**config.mk**
```make
export PLATFORM = sky130hd
export DESIGN_NAME = depth_to_point_projection
export DESIGN_NICKNAME = d
export VERILOG_FILES = /design/src/sv/d2p_pkg.sv /design/src/sv/depth_to_point_projection.sv /design/src/sv/d2p_front.sv /design/src/sv/d2p_queue.sv /design/src/sv/d2p_back.sv
export SDC_FILE = /design/constraint.sdc
export NUM_CORES = 2
export LEC_CHECK = 0
export ABC_AREA = 1
export BUFFER_PORTS_ARGS = -buffer_cell sky130_fd_sc_hd__buf_2
export CORE_UTILIZATION = 50
export DETAILED_ROUTE_END_ITERATION = 16
export GPL_ROUTABILITY_DRIVEN = 1
export HOLD_SLACK_MARGIN = 0.08
export PLACE_DENSITY = 0.66
export RECOVER_POWER = 100
export SYNTH_ARGS = -nofsm -noshare
export SYNTH_HDL_FRONTEND = slang
export SYNTH_SLANG_ARGS = --single-unit
```
**constraint.sdc**
```tcl
create_clock -name clk_i -period 17.4 [get_ports clk_i]
set_input_delay 1.74 -clock clk_i [delete_from_list [all_inputs] [get_ports clk_i]]
set_output_delay 1.74 -clock clk_i [all_outputs]
set_load 0.02 [all_outputs]
```
**src/sv/d2p_pkg.sv**
```systemverilog
// Shared types, widths and codes for the depth to point projection block.
package d2p_pkg;

  // Field and register widths.
  localparam int SAMPLE_W   = 16;
  localparam int NEAR_W     = 24;
  localparam int RANGE_W    = 24;
  localparam int INV_W      = 25;
  localparam int SIZE_W     = 13;
  localparam int SIZE_MAX   = 8191;
  localparam int Z_W        = 25;
  localparam int MAG_W      = 13;
  localparam int COORD_W    = 32;
  localparam int CFG_IDX_W  = 3;
  localparam int CFG_DATA_W = 25;

  // Shared multiplier and accumulator widths.
  localparam int MUL_W  = 25;
  localparam int PROD_W = 2 * MUL_W;
  localparam int LO_W   = MUL_W + MAG_W;

  // Depth of the request queue between front and back.
  localparam int QUEUE_DEPTH = 2;

  // Configuration register indexes.
  localparam logic [CFG_IDX_W-1:0] CFG_NEAR   = 3'd0;
  localparam logic [CFG_IDX_W-1:0] CFG_RANGE  = 3'd1;
  localparam logic [CFG_IDX_W-1:0] CFG_INV    = 3'd2;
  localparam logic [CFG_IDX_W-1:0] CFG_WIDTH  = 3'd3;
  localparam logic [CFG_IDX_W-1:0] CFG_HEIGHT = 3'd4;

  // Configuration reset values.
  localparam logic [NEAR_W-1:0]  NEAR_RST   = 24'd1311;
  localparam logic [RANGE_W-1:0] RANGE_RST  = 24'd229376;
  localparam logic [INV_W-1:0]   INV_RST    = 25'd10923;
  localparam logic [SIZE_W-1:0]  WIDTH_RST  = 13'd640;
  localparam logic [SIZE_W-1:0]  HEIGHT_RST = 13'd480;

  // One classified request: raw sample plus signed pixel offsets.
  typedef struct packed {
    logic [SAMPLE_W-1:0] raw;
    logic                x_neg;
    logic [MAG_W-1:0]    x_mag;
    logic                y_neg;
    logic [MAG_W-1:0]    y_mag;
    logic                eof;
  } d2p_item_t;

  // Arithmetic configuration used by the back end.
  typedef struct packed {
    logic [NEAR_W-1:0]  near_distance;
    logic [RANGE_W-1:0] depth_range;
    logic [INV_W-1:0]   inv_focal;
  } d2p_cfg_t;

  // Back end sequencer states.
  typedef enum logic [2:0] {
    ST_IDLE,
    ST_Z,
    ST_P,
    ST_XL,
    ST_XH,
    ST_YL,
    ST_YH,
    ST_DONE
  } d2p_state_e;

endpackage

```
**src/sv/depth_to_point_projection.sv**
```systemverilog
// Each accepted request goes through the request queue to the back end sequencer, which
// shares one 25x25 multiplier over depth, focal scale and two partial products per axis
// and loads the point into the output register before it pops the next request.
// A two-entry queue lets the input accept requests while the back end works.
// Reset clears the pixel counters, queue and output valid, and loads register defaults.
// Top level: configuration registers, front end, request queue and back end.
module depth_to_point_projection import d2p_pkg::*; #(
  parameter int MAX_WIDTH  = 4096,
  parameter int MAX_HEIGHT = 4096
) (
  input  logic                  clk_i,
  input  logic                  rst_ni,
  input  logic                  cfg_we_i,
  input  logic [CFG_IDX_W-1:0]  cfg_index_i,
  input  logic [CFG_DATA_W-1:0] cfg_data_i,
  input  logic [SAMPLE_W-1:0]   depth_sample_i,
  input  logic                  in_valid_i,
  output logic                  in_ready_o,
  output logic [COORD_W-1:0]    point_x_o,
  output logic [COORD_W-1:0]    point_y_o,
  output logic [Z_W-1:0]        point_z_o,
  output logic                  end_of_frame_o,
  output logic                  out_valid_o,
  input  logic                  out_ready_i
);

  logic [NEAR_W-1:0]  near_q;
  logic [RANGE_W-1:0] range_q;
  logic [INV_W-1:0]   inv_q;
  logic [SIZE_W-1:0]  width_q;
  logic [SIZE_W-1:0]  height_q;
  d2p_cfg_t           cfg;
  d2p_item_t          push_item, pop_item;
  logic               push_valid, push_ready;
  logic               pop_valid, pop_ready;

  // Configuration registers; unknown indexes are ignored.
  always_ff @(posedge clk_i or negedge rst_ni) begin
    if (!rst_ni) begin
      near_q   <= NEAR_RST;
      range_q  <= RANGE_RST;
      inv_q    <= INV_RST;
      width_q  <= WIDTH_RST;
      height_q <= HEIGHT_RST;
    end else if (cfg_we_i) begin
      case (cfg_index_i)
        CFG_NEAR:   near_q   <= cfg_data_i[NEAR_W-1:0];
        CFG_RANGE:  range_q  <= cfg_data_i[RANGE_W-1:0];
        CFG_INV:    inv_q    <= cfg_data_i[INV_W-1:0];
        CFG_WIDTH:  width_q  <= cfg_data_i[SIZE_W-1:0];
        CFG_HEIGHT: height_q <= cfg_data_i[SIZE_W-1:0];
        default:    near_q   <= near_q;
      endcase
    end
  end

  assign cfg.near_distance = near_q;
  assign cfg.depth_range   = range_q;
  assign cfg.inv_focal     = inv_q;

  d2p_front #(
    .MAX_WIDTH  (MAX_WIDTH),
    .MAX_HEIGHT (MAX_HEIGHT)
  ) u_front (
    .clk_i          (clk_i),
    .rst_ni         (rst_ni),
    .image_width_i  (width_q),
    .image_height_i (height_q),
    .sample_i       (depth_sample_i),
    .valid_i        (in_valid_i),
    .ready_o        (in_ready_o),
    .push_valid_o   (push_valid),
    .push_ready_i   (push_ready),
    .item_o         (push_item)
  );

  d2p_queue u_queue (
    .clk_i        (clk_i),
    .rst_ni       (rst_ni),
    .push_valid_i (push_valid),
    .push_ready_o (push_ready),
    .push_item_i  (push_item),
    .pop_valid_o  (pop_valid),
    .pop_ready_i  (pop_ready),
    .pop_item_o   (pop_item)
  );

  d2p_back u_back (
    .clk_i          (clk_i),
    .rst_ni         (rst_ni),
    .cfg_i          (cfg),
    .pop_valid_i    (pop_valid),
    .pop_ready_o    (pop_ready),
    .item_i         (pop_item),
    .point_x_o      (point_x_o),
    .point_y_o      (point_y_o),
    .point_z_o      (point_z_o),
    .end_of_frame_o (end_of_frame_o),
    .out_valid_o    (out_valid_o),
    .out_ready_i    (out_ready_i)
  );

endmodule

```
**src/sv/d2p_front.sv**
```systemverilog
// Front end: pixel counters and classification of each depth request.
module d2p_front import d2p_pkg::*; #(
  parameter int MAX_WIDTH  = 4096,
  parameter int MAX_HEIGHT = 4096
) (
  input  logic                clk_i,
  input  logic                rst_ni,
  input  logic [SIZE_W-1:0]   image_width_i,
  input  logic [SIZE_W-1:0]   image_height_i,
  input  logic [SAMPLE_W-1:0] sample_i,
  input  logic                valid_i,
  output logic                ready_o,
  output logic                push_valid_o,
  input  logic                push_ready_i,
  output d2p_item_t           item_o
);

  // The size registers cannot exceed SIZE_MAX, so larger limits never clip.
  localparam int MaxWClip = (MAX_WIDTH > SIZE_MAX) ? SIZE_MAX : MAX_WIDTH;
  localparam int MaxHClip = (MAX_HEIGHT > SIZE_MAX) ? SIZE_MAX : MAX_HEIGHT;
  localparam int ColW     = $clog2(MaxWClip);
  localparam int RowW     = $clog2(MaxHClip);
  localparam logic [SIZE_W-1:0] MaxW = SIZE_W'(MaxWClip);
  localparam logic [SIZE_W-1:0] MaxH = SIZE_W'(MaxHClip);

  logic [ColW-1:0]     col_q, col_d;
  logic [RowW-1:0]     row_q, row_d;
  logic [SIZE_W-1:0]   w_eff, h_eff;
  logic [SIZE_W-1:0]   col_cur, row_cur;
  logic [SIZE_W-1:0]   col, row;
  logic signed [SIZE_W+1:0] dx, dy;
  logic                last_col, last_row;
  logic                accept;

  assign ready_o      = push_ready_i;
  assign push_valid_o = valid_i;
  assign accept       = valid_i & push_ready_i;

  // Effective frame size: zero reads as one, oversize clips to the limit.
  always_comb begin
    if (image_width_i == '0) begin
      w_eff = SIZE_W'(1);
    end else if (image_width_i > MaxW) begin
      w_eff = MaxW;
    end else begin
      w_eff = image_width_i;
    end
    if (image_height_i == '0) begin
      h_eff = SIZE_W'(1);
    end else if (image_height_i > MaxH) begin
      h_eff = MaxH;
    end else begin
      h_eff = image_height_i;
    end
  end

  // A counter past a shrunk frame size is taken as the last column or row.
  always_comb begin
    col_cur  = SIZE_W'(col_q);
    row_cur  = SIZE_W'(row_q);
    col      = (col_cur >= w_eff) ? w_eff - SIZE_W'(1) : col_cur;
    row      = (row_cur >= h_eff) ? h_eff - SIZE_W'(1) : row_cur;
    last_col = (col == w_eff - SIZE_W'(1));
    last_row = (row == h_eff - SIZE_W'(1));
  end

  // Signed offsets from the optical center, in half pixels.
  always_comb begin
    dx = $signed({2'b00, w_eff}) - $signed({1'b0, col, 1'b0});
    dy = $signed({1'b0, row, 1'b0}) - $signed({2'b00, h_eff});
    item_o.raw   = sample_i;
    item_o.x_neg = dx[SIZE_W+1];
    item_o.x_mag = dx[SIZE_W+1] ? MAG_W'(-dx) : MAG_W'(dx);
    item_o.y_neg = dy[SIZE_W+1];
    item_o.y_mag = dy[SIZE_W+1] ? MAG_W'(-dy) : MAG_W'(dy);
    item_o.eof   = last_col & last_row;
  end

  // Raster counters advance on every accepted request.
  always_comb begin
    col_d = col_q;
    row_d = row_q;
    if (accept) begin
      if (last_col) begin
        col_d = '0;
        row_d = last_row ? '0 : RowW'(row + SIZE_W'(1));
      end else begin
        col_d = ColW'(col + SIZE_W'(1));
      end
    end
  end

  always_ff @(posedge clk_i or negedge rst_ni) begin
    if (!rst_ni) begin
      col_q <= '0;
      row_q <= '0;
    end else begin
      col_q <= col_d;
      row_q <= row_d;
    end
  end

endmodule

```
**src/sv/d2p_queue.sv**
```systemverilog
// Short request queue that decouples the front end from the back end.
module d2p_queue import d2p_pkg::*; (
  input  logic      clk_i,
  input  logic      rst_ni,
  input  logic      push_valid_i,
  output logic      push_ready_o,
  input  d2p_item_t push_item_i,
  output logic      pop_valid_o,
  input  logic      pop_ready_i,
  output d2p_item_t pop_item_o
);

  localparam int PtrW = (QUEUE_DEPTH > 1) ? $clog2(QUEUE_DEPTH) : 1;
  localparam int CntW = $clog2(QUEUE_DEPTH + 1);
  localparam logic [PtrW-1:0] LastPtr = PtrW'(QUEUE_DEPTH - 1);
  localparam logic [CntW-1:0] FullCnt = CntW'(QUEUE_DEPTH);

  d2p_item_t       mem_q [QUEUE_DEPTH];
  logic [PtrW-1:0] wr_ptr_q, wr_ptr_d;
  logic [PtrW-1:0] rd_ptr_q, rd_ptr_d;
  logic [CntW-1:0] count_q, count_d;
  logic            push, pop;

  assign push_ready_o = (count_q != FullCnt);
  assign pop_valid_o  = (count_q != '0);
  assign pop_item_o   = mem_q[rd_ptr_q];
  assign push         = push_valid_i & push_ready_o;
  assign pop          = pop_valid_o & pop_ready_i;

  // Pointer and fill count update.
  always_comb begin
    wr_ptr_d = wr_ptr_q;
    rd_ptr_d = rd_ptr_q;
    count_d  = count_q;
    if (push) begin
      wr_ptr_d = (wr_ptr_q == LastPtr) ? '0 : wr_ptr_q + PtrW'(1);
    end
    if (pop) begin
      rd_ptr_d = (rd_ptr_q == LastPtr) ? '0 : rd_ptr_q + PtrW'(1);
    end
    if (push && !pop) begin
      count_d = count_q + CntW'(1);
    end else if (pop && !push) begin
      count_d = count_q - CntW'(1);
    end
  end

  always_ff @(posedge clk_i or negedge rst_ni) begin
    if (!rst_ni) begin
      wr_ptr_q <= '0;
      rd_ptr_q <= '0;
      count_q  <= '0;
    end else begin
      wr_ptr_q <= wr_ptr_d;
      rd_ptr_q <= rd_ptr_d;
      count_q  <= count_d;
    end
  end

  // Entry storage needs no reset.
  always_ff @(posedge clk_i) begin
    if (push) begin
      mem_q[wr_ptr_q] <= push_item_i;
    end
  end

endmodule

```
**src/sv/d2p_back.sv**
```systemverilog
// Back end: sequencer around one shared multiplier that builds each point.
module d2p_back import d2p_pkg::*; (
  input  logic               clk_i,
  input  logic               rst_ni,
  input  d2p_cfg_t           cfg_i,
  input  logic               pop_valid_i,
  output logic               pop_ready_o,
  input  d2p_item_t          item_i,
  output logic [COORD_W-1:0] point_x_o,
  output logic [COORD_W-1:0] point_y_o,
  output logic [Z_W-1:0]     point_z_o,
  output logic               end_of_frame_o,
  output logic               out_valid_o,
  input  logic               out_ready_i
);

  localparam logic [LO_W:0]     RoundBit = (LO_W+1)'(1) << (MUL_W - 1);
  localparam logic [LO_W:0]     PosMax   = (LO_W+1)'(32'h7FFF_FFFF);
  localparam logic [LO_W:0]     NegMax   = (LO_W+1)'(32'h8000_0000);

  d2p_state_e          state_q, state_d;
  d2p_item_t           item_q;
  logic [Z_W-1:0]      z_q;
  logic [PROD_W-1:0]   p_q;
  logic [LO_W-1:0]     lo_q;
  logic [COORD_W-1:0]  x_q, y_q;
  logic [COORD_W-1:0]  out_x_q, out_y_q;
  logic [Z_W-1:0]      out_z_q;
  logic                out_eof_q;
  logic                out_valid_q, out_valid_d;

  logic [MUL_W-1:0]    mul_a, mul_b;
  logic [PROD_W-1:0]   prod;
  logic [Z_W-1:0]      z_new;
  logic [MAG_W-1:0]    mag;
  logic                neg;
  logic [LO_W:0]       rounded;
  logic [COORD_W-1:0]  coord;
  logic                out_free;

  // Control strobes decoded from the state.
  logic ld_item, ld_z, ld_p, ld_lo, ld_x, ld_y, ld_out;

  assign out_free = !out_valid_q || out_ready_i;

  // Next state.
  always_comb begin
    state_d = state_q;
    case (state_q)
      ST_IDLE: if (pop_valid_i) state_d = ST_Z;
      ST_Z:    state_d = ST_P;
      ST_P:    state_d = ST_XL;
      ST_XL:   state_d = ST_XH;
      ST_XH:   state_d = ST_YL;
      ST_YL:   state_d = ST_YH;
      ST_YH:   state_d = ST_DONE;
      ST_DONE: if (out_free) state_d = ST_IDLE;
      default: state_d = ST_IDLE;
    endcase
  end

  // State outputs: strobes and multiplier operands.
  always_comb begin
    ld_item     = 1'b0;
    ld_z        = 1'b0;
    ld_p        = 1'b0;
    ld_lo       = 1'b0;
    ld_x        = 1'b0;
    ld_y        = 1'b0;
    ld_out      = 1'b0;
    pop_ready_o = 1'b0;
    mul_a       = '0;
    mul_b       = '0;
    mag         = item_q.x_mag;
    neg         = item_q.x_neg;
    case (state_q)
      ST_IDLE: begin
        pop_ready_o = 1'b1;
        ld_item     = pop_valid_i;
      end
      ST_Z: begin
        mul_a = MUL_W'(cfg_i.depth_range);
        mul_b = MUL_W'(item_q.raw);
        ld_z  = 1'b1;
      end
      ST_P: begin
        mul_a = z_q;
        mul_b = cfg_i.inv_focal;
        ld_p  = 1'b1;
      end
      ST_XL: begin
        mul_a = p_q[MUL_W-1:0];
        mul_b = MUL_W'(item_q.x_mag);
        ld_lo = 1'b1;
      end
      ST_XH: begin
        mul_a = p_q[PROD_W-1:MUL_W];
        mul_b = MUL_W'(item_q.x_mag);
        ld_x  = 1'b1;
      end
      ST_YL: begin
        mul_a = p_q[MUL_W-1:0];
        mul_b = MUL_W'(item_q.y_mag);
        mag   = item_q.y_mag;
        neg   = item_q.y_neg;
        ld_lo = 1'b1;
      end
      ST_YH: begin
        mul_a = p_q[PROD_W-1:MUL_W];
        mul_b = MUL_W'(item_q.y_mag);
        mag   = item_q.y_mag;
        neg   = item_q.y_neg;
        ld_y  = 1'b1;
      end
      ST_DONE: begin
        ld_out = out_free;
      end
      default: begin
        ld_out = 1'b0;
      end
    endcase
  end

  // Shared multiplier.
  assign prod = mul_a * mul_b;

  // Depth: near clip plus the truncated scaled sample.
  assign z_new = Z_W'(cfg_i.near_distance) + Z_W'(prod[RANGE_W+SAMPLE_W-1:SAMPLE_W]);

  // Upper partial product plus the rounded lower one, then sign and saturation.
  always_comb begin
    rounded = (LO_W+1)'(prod[LO_W-1:0])
            + (LO_W+1)'(((LO_W+1)'(lo_q) + RoundBit) >> MUL_W);
    if (mag == '0) begin
      coord = '0;
    end else if (neg) begin
      coord = (rounded > NegMax) ? COORD_W'(NegMax) : COORD_W'(rounded);
      coord = -coord;
    end else begin
      coord = (rounded > PosMax) ? COORD_W'(PosMax) : COORD_W'(rounded);
    end
  end

  // Datapath registers.
  always_ff @(posedge clk_i) begin
    if (ld_item) item_q <= item_i;
    if (ld_z)    z_q    <= z_new;
    if (ld_p)    p_q    <= prod;
    if (ld_lo)   lo_q   <= prod[LO_W-1:0];
    if (ld_x)    x_q    <= coord;
    if (ld_y)    y_q    <= coord;
    if (ld_out) begin
      out_x_q   <= x_q;
      out_y_q   <= y_q;
      out_z_q   <= z_q;
      out_eof_q <= item_q.eof;
    end
  end

  // Output register valid flag.
  always_comb begin
    out_valid_d = out_valid_q;
    if (ld_out) begin
      out_valid_d = 1'b1;
    end else if (out_ready_i) begin
      out_valid_d = 1'b0;
    end
  end

  always_ff @(posedge clk_i or negedge rst_ni) begin
    if (!rst_ni) begin
      state_q     <= ST_IDLE;
      out_valid_q <= 1'b0;
    end else begin
      state_q     <= state_d;
      out_valid_q <= out_valid_d;
    end
  end

  assign point_x_o      = out_x_q;
  assign point_y_o      = out_y_q;
  assign point_z_o      = out_z_q;
  assign end_of_frame_o = out_eof_q;
  assign out_valid_o    = out_valid_q;

endmodule
```
==> Word level (Yosys, flattened, before mapping) <==
Memories as Yosys holds them, arrays and structs flattened. A register that Yosys moved wholly into a read port is not among the register bits.
Index checks and enable logic that the tools add are counted.
{ "word_totals": {"ramBits": 90, "in_bits": 49, "word_cells": 126, "mem_count": 1, "out_inout_bits": 92, "ff_bits": 398} }
{ "memory_table": {"columns": ["memory", "depth", "width", "rd", "rd_clocked_by_memory_dff", "write_ports", "line", "source"], "rows": [
  ["u_queue.mem_q", 2, 45, 1, 1, 1, "d2p_queue.sv:18", "d2p_item_t mem_q [QUEUE_DEPTH];"]
]} }
{ "op_classes": {"n_reduce_logical": 25, "add_sub_neg": 16, "n_mux": 37, "bitwise": 3, "multipliers": 1, "n_lt_le_gt_ge": 6, "n_eq_ne": 16} }
{ "ops": {"columns": ["op", "count"], "rows": [
  ["$pmux 25 s4", 2],
  ["$mux 32", 4],
  ["$mux 13", 9],
  ["$mul 25x25->50", 1],
  ["$add 38x14->39", 1],
  ["$add 38x25->39 const B", 1],
  ["$gt 39x31->1 const B", 1],
  ["$gt 39x32->1 const B", 1],
  ["$logic_not 13->1", 3],
  ["$neg 32->32", 1],
  ["$eq 13x13->1", 2],
  ["$ge 12x13->1", 2],
  ["$gt 13x13->1 const B", 2],
  ["$neg 13->13", 2],
  ["$sub 13x1->13 const B", 2],
  ["$add 24x24->25", 1],
  ["$add 12x1->12 const B", 2],
  ["$mux 12", 2],
  ["$pmux 3 s8", 1],
  ["$eq 3x3->1 const B", 5],
  ["$mux 1", 15],
  ["$sub 13x14->15", 1],
  ["$sub 14x13->15", 1],
  ["$reduce_and 2->1", 7],
  ["other kinds (16)", 35]
]} }

==> Depth between registers and ports, before layout <==
{ "depth": {"word_depth": 10, "ltp_mapped": 62, "depth_no_buf": 57} }

==> Hierarchy <==
From an unflattened synthesis, not the netlist that was laid out.
{ "hier_totals": {"cells_unflattened": 5791, "area_unflattened_um2": 48836.8} }
{ "modules_own_cells": {"columns": ["mod", "cells_each", "seq_area_each_um2", "instances", "area_each_um2"], "rows": [
  ["d2p_back", 4090, 8748.4, 1, 35502.8],
  ["d2p_front", 997, 600.6, 1, 5803.1],
  ["depth_to_point_projection", 441, 2507.4, 1, 3985.1],
  ["d2p_queue", 263, 2802.7, 1, 3545.9]
]} }

==> Worst setup path before layout <==
No wires, ideal clock.
{ "synth_path": {"path_type": "flip-flop to flip-flop", "from": "register u_back.state_q[2]", "to": "register u_back.x_q[16] (data pin)", "setup_time_ps": 256, "period_less_slack_ps": 11244, "stages_incl_launch_ff": 49, "slack_ps": 6156, "t_arrival_ps": 10988, "cell_sequence": "dfrtp_1 nor3_1 clkbuf_1 clkbuf_1 buf_1 nand2_1 inv_1 clkbuf_1 nand2_1 fa_1 fa_1 inv_1 fa_1 fa_1 fa_1 fa_1 inv_1 fa_1 [... 13 more ...] nor2_1 nand3_1 nand2_1 nand3_1 nor2_1 nand2_2 inv_1 nand2_2 buf_2 buf_2 or2_2 ha_1 nand2_4 nor2_2 nand2_1 nor3_1 o21ai_1 inv_1"} }
{ "synth_via": {"elab_chain_cells": 10, "elab_cells_between_ends": 24} }
{ "synth_lines": {"columns": ["item", "line", "source"], "rows": [
  ["start: declaration", "d2p_back.sv:21", "d2p_state_e state_q, state_d;"],
  ["start signal: assignment", "d2p_back.sv:175", "state_q <= state_d;"],
  ["$eq 3x3->1 / $eq 3x2->1 (equally long branches)", "d2p_back.sv:76", "case (state_q)"],
  ["$reduce_or 2->1 (no source line)", null, null],
  ["$pmux 25 s4", "d2p_back.sv:76", null],
  ["$mul 25x25->50 *", "d2p_back.sv:125", "assign prod = mul_a * mul_b;"],
  ["net u_back.prod[34]", "d2p_back.sv:33", "logic [PROD_W-1:0] prod;"],
  ["$add 38x14->39 *", "d2p_back.sv:133", "+ (LO_W+1)'(((LO_W+1)'(lo_q) + RoundBit) >> MUL_W);"],
  ["$gt 39x32->1", "d2p_back.sv:137", "coord = (rounded > NegMax) ? COORD_W'(NegMax) : COORD_W'(rounded);"],
  ["$mux 32", "d2p_back.sv:137", null],
  ["$neg 32->32", "d2p_back.sv:138", "coord = -coord;"],
  ["$mux 32 *", "d2p_back.sv:136", "end else if (neg) begin"],
  ["$mux 32 *", "d2p_back.sv:134", "if (mag == '0) begin"],
  ["net u_back.coord[16]", "d2p_back.sv:38", "logic [COORD_W-1:0] coord;"],
  ["end signal: assignment", "d2p_back.sv:150", "if (ld_x) x_q <= coord;"],
  ["end: declaration", "d2p_back.sv:26", "logic [COORD_W-1:0] x_q, y_q;"]
]} }
Mark *: on every way through the listed nets, which the timed path passes. The rest lies on a longest branch.
A chain may end at the register's enable or synchronous reset.

==> Final worst setup path <==
{ "layout_path": {"from": "register u_back.state_q[1]", "to": "register u_back.x_q[22] (data pin)"} }
The elaborated chain is that of the path after synthesis.

==> reports/metrics.yaml <==
outcome:
  status: "finished, violations left"
  violations: "max-capacitance violations, max-slew violations"
clock_network:
  path_clk_slew_ns: 0.07
  cts_tree: "built"
  cts_root_buf: "clkbuf_16"
  clockBufferDepth: 3
  post_cts_resized: 0
  cts_hold_buf: 0
  cts_max_level: 2
  insertion_delay_ns: 0.61
  clkSinkCount: 509
  cts_setup_buffers: 0
  cts_buffers: 52
critical_path:
  r2r-start: "u_back.state_q[1]"
  cp_num_buf_inv: 12
  regToRegSetupSlack_ns: 2.76
  cp_top_family: "adder cells"
  reg2reg_depth: 45
  cp.required_ns: 17.74
  cp.arrival_ns: 14.98
  critPathMaxFanout: 45
  critical-path-max-stage-delay_ns: 1.75
  crit_type: "reg -> reg"
  r2r_end: "u_back.x_q[22]"
  slowest_stage: "clkbuf_1"
  cp.depth: 45
  start_kind: "flip-flop"
  cpMostUsedCell: "inv_1"
  cp-end-kind: "flip-flop"
synth:
  synth-compound-area-share_pct: 6.64
  synthSimpleGateAreaFrac_pct: 18.8
  synth.avg_cell_area_um2: 8.71
  synth-adder-area-share_pct: 30.1
  ys_seq_elements: 509
  synth-edff-count: 378
  yosysSeqAreaShare_pct: 31.3
  synthArstFlopShare_pct: 25.7
  synthMuxAreaShare_pct: 0.0240
  yosysWarningCount: 0
  yosysUniqueCellTypes: 63
  syn_inst: 5381
  syn_nets: 6240
  synth_top_family_by_area: "adder cells"
  synth_area_um2: 46900
  synth_xor_area_share_pct: 2.87
  synthFlopType: "edfxtp_1"
sta:
  timing.hold.ws_ns: 0.412
  setup_viol: 0
  tightest_slew_ns: 4.56
  finalCriticalPeriod_ns: 14.64
  maxSlewHeadroom_pct: -204
  fin_setup_tns_ns: 0
  clock_skew_ns: 0.0230
  final.period_utilization_pct: 84.1
  max_freq_mhz: 68.3
  rsz0062_at_grt: "false"
  hold_viol_final: 0
  finalMaxSlewViolations: 775
grt:
  grt_max_degree: 79
  grt_pass1_wl_um: 220000
  grt.overflow.total: 0
  antenna_found_initial: 0
  grtUsageTotal_pct: 30.9
  first_global_vias: 37600
drt:
  vias: 37200
  viasPerCell: 5.48
  remaining_drc_errors: 0
  ant_nets: 0
  drt_iter0_drc: 3432
  wl_um: 143000
  wl_per_cell_um: 21.1
  dr.pass1.iters: 7
placement:
  hpwl_um: 113000
  numPortBuffers: 140
  gp_congestion: 0.972
layout:
  final_common_cell: "nand2_1"
  final_cell_mix: "nand2_1 (1,237), inv_1 (1,095), nor2_1 (530), fa_1 (530), edfxtp_1 (378)"
  drive_gt1_share_pct: 5.08
  area_growth_syn_to_layout_pct: 7.72
  fillers: 8603
  final_nets: 6351
flow_run:
  cap_violations: 18
hold_path:
  hp-class: "reg -> reg"
  worstHoldStart: "u_back.x_q[6]"
  holdPathStages: 0
  whs_endpoint: "u_back.point_x_o[6]"
floorplan:
  boundaryPins: 141
  start_util_pct: 50.9
  die_width_um: 308
  row_count: 111
  floorplan.core_area_um2: 92200
  die_y_um: 308
  die_area_um2: 95000
-- worst max path at each step --
stage                            from             end  slack [ns]
floorplan           u_back.state_q[2]  u_back.x_q[16]        6.16
global placement    u_back.state_q[2]  u_back.x_q[16]        4.98
detailed placement  u_back.state_q[2]  u_back.y_q[16]        4.96
CTS                 u_back.state_q[2]  u_back.x_q[22]        4.94
global route        u_back.state_q[1]  u_back.x_q[22]        2.09
finish              u_back.state_q[1]  u_back.x_q[22]        2.76
-- registers in the layout, indices dropped and copies added, names as in the netlist, 14 cells and up --
register / count
u_back.p_q: 50
u_back.lo_q: 14
u_back.point_x_o: 32
u_back.item_q: 45
u_back.point_y_o: 32
u_back.y_q: 32
u_back.z_q: 25
range_q: 24
near_q: 24
u_queue.mem_q: 90
inv_q: 25
u_back.point_z_o: 25
u_back.x_q: 32
-- logic make-up after synthesis --
group	after synthesis
AND/OR/NAND/NOR	2117
buffers and inverters	1277
adder cells (fa/ha/maj)	810
AO/OA/AOI/OAI	514
flip-flops	509
XOR/XNOR	153
multiplexers	1
-- synth_stat cells (all sizes together) (16+ instances only) --
cell type / n / area (um2)
clkinv: 20 / 75.1
o21bai: 19 / 143
dfrtp: 107 / 2680
nor2: 549 / 2180
buf: 16 / 113
nand3: 174 / 941
clkbuf: 127 / 477
o22ai: 31 / 194
xor2: 115 / 1010
edfxtp: 378 / 11400
a21oi: 144 / 732
xnor2: 38 / 333
dfstp: 24 / 631
inv: 1114 / 4180
nand2: 1270 / 4910
nor3: 34 / 185
ha: 280 / 3500
nand4: 47 / 294
o21ai: 194 / 990
fa: 530 / 10600
a22o: 59 / 517
-- layout make-up --
cell class                      instances  area (um2)  share of cell area, %
Clock buffer                           60        1350                   2.68
Inverter                             1134        4260                   8.43
Timing Repair Buffer                  200         963                   1.91
Multi-Input combinational cell       3595       27300                   54.1
Antenna cell                            1        2.50                0.00495
Tap cell                             1243        1560                   3.08
Sequential cell                       509       14700                   29.0
Clock inverter                         36         379                  0.750
-- worst reg2reg max path, delay by kind of cell (launching register included) --
family          cells  cell delay (ns)
simple gates       19             4.41
fa+ha+maj           9             4.41
buf+inv            12             3.76
compound gates      4             1.05
flops               1             0.39
xor+xnor            1             0.37
-- per-layer routing --
| layer | track usage [%] | part of all wire, % | vias up |
|---|---|---|---|
| li1 | - | - | 16900 |
| met1 | 40.2 | 39 | 18200 |
| met2 | 50.4 | 47 | 1630 |
| met3 | 5.73 | 8.9 | 377 |
| met4 | 13.2 | 4.9 | 0 |
| met5 | 0 | 0 | - |
-- stage by stage --
stage	utilization [%]	std cells	worst slack, ns	instance area, um2
2_1_floorplan	-	5381	6.16	46900
3_3_place_gp	53.3	6681	4.98	49100
3_5_place_dp	53.3	6681	4.96	49100
4_1_cts	55.1	6777	4.94	50900
5_1_grt	54.8	6777	2.09	50500
6_report	54.8	6778	2.76	50500
Power is left out: the tool's default activity adds up to more than one toggle a clock period on the data nets, which glitch-free logic cannot reach.
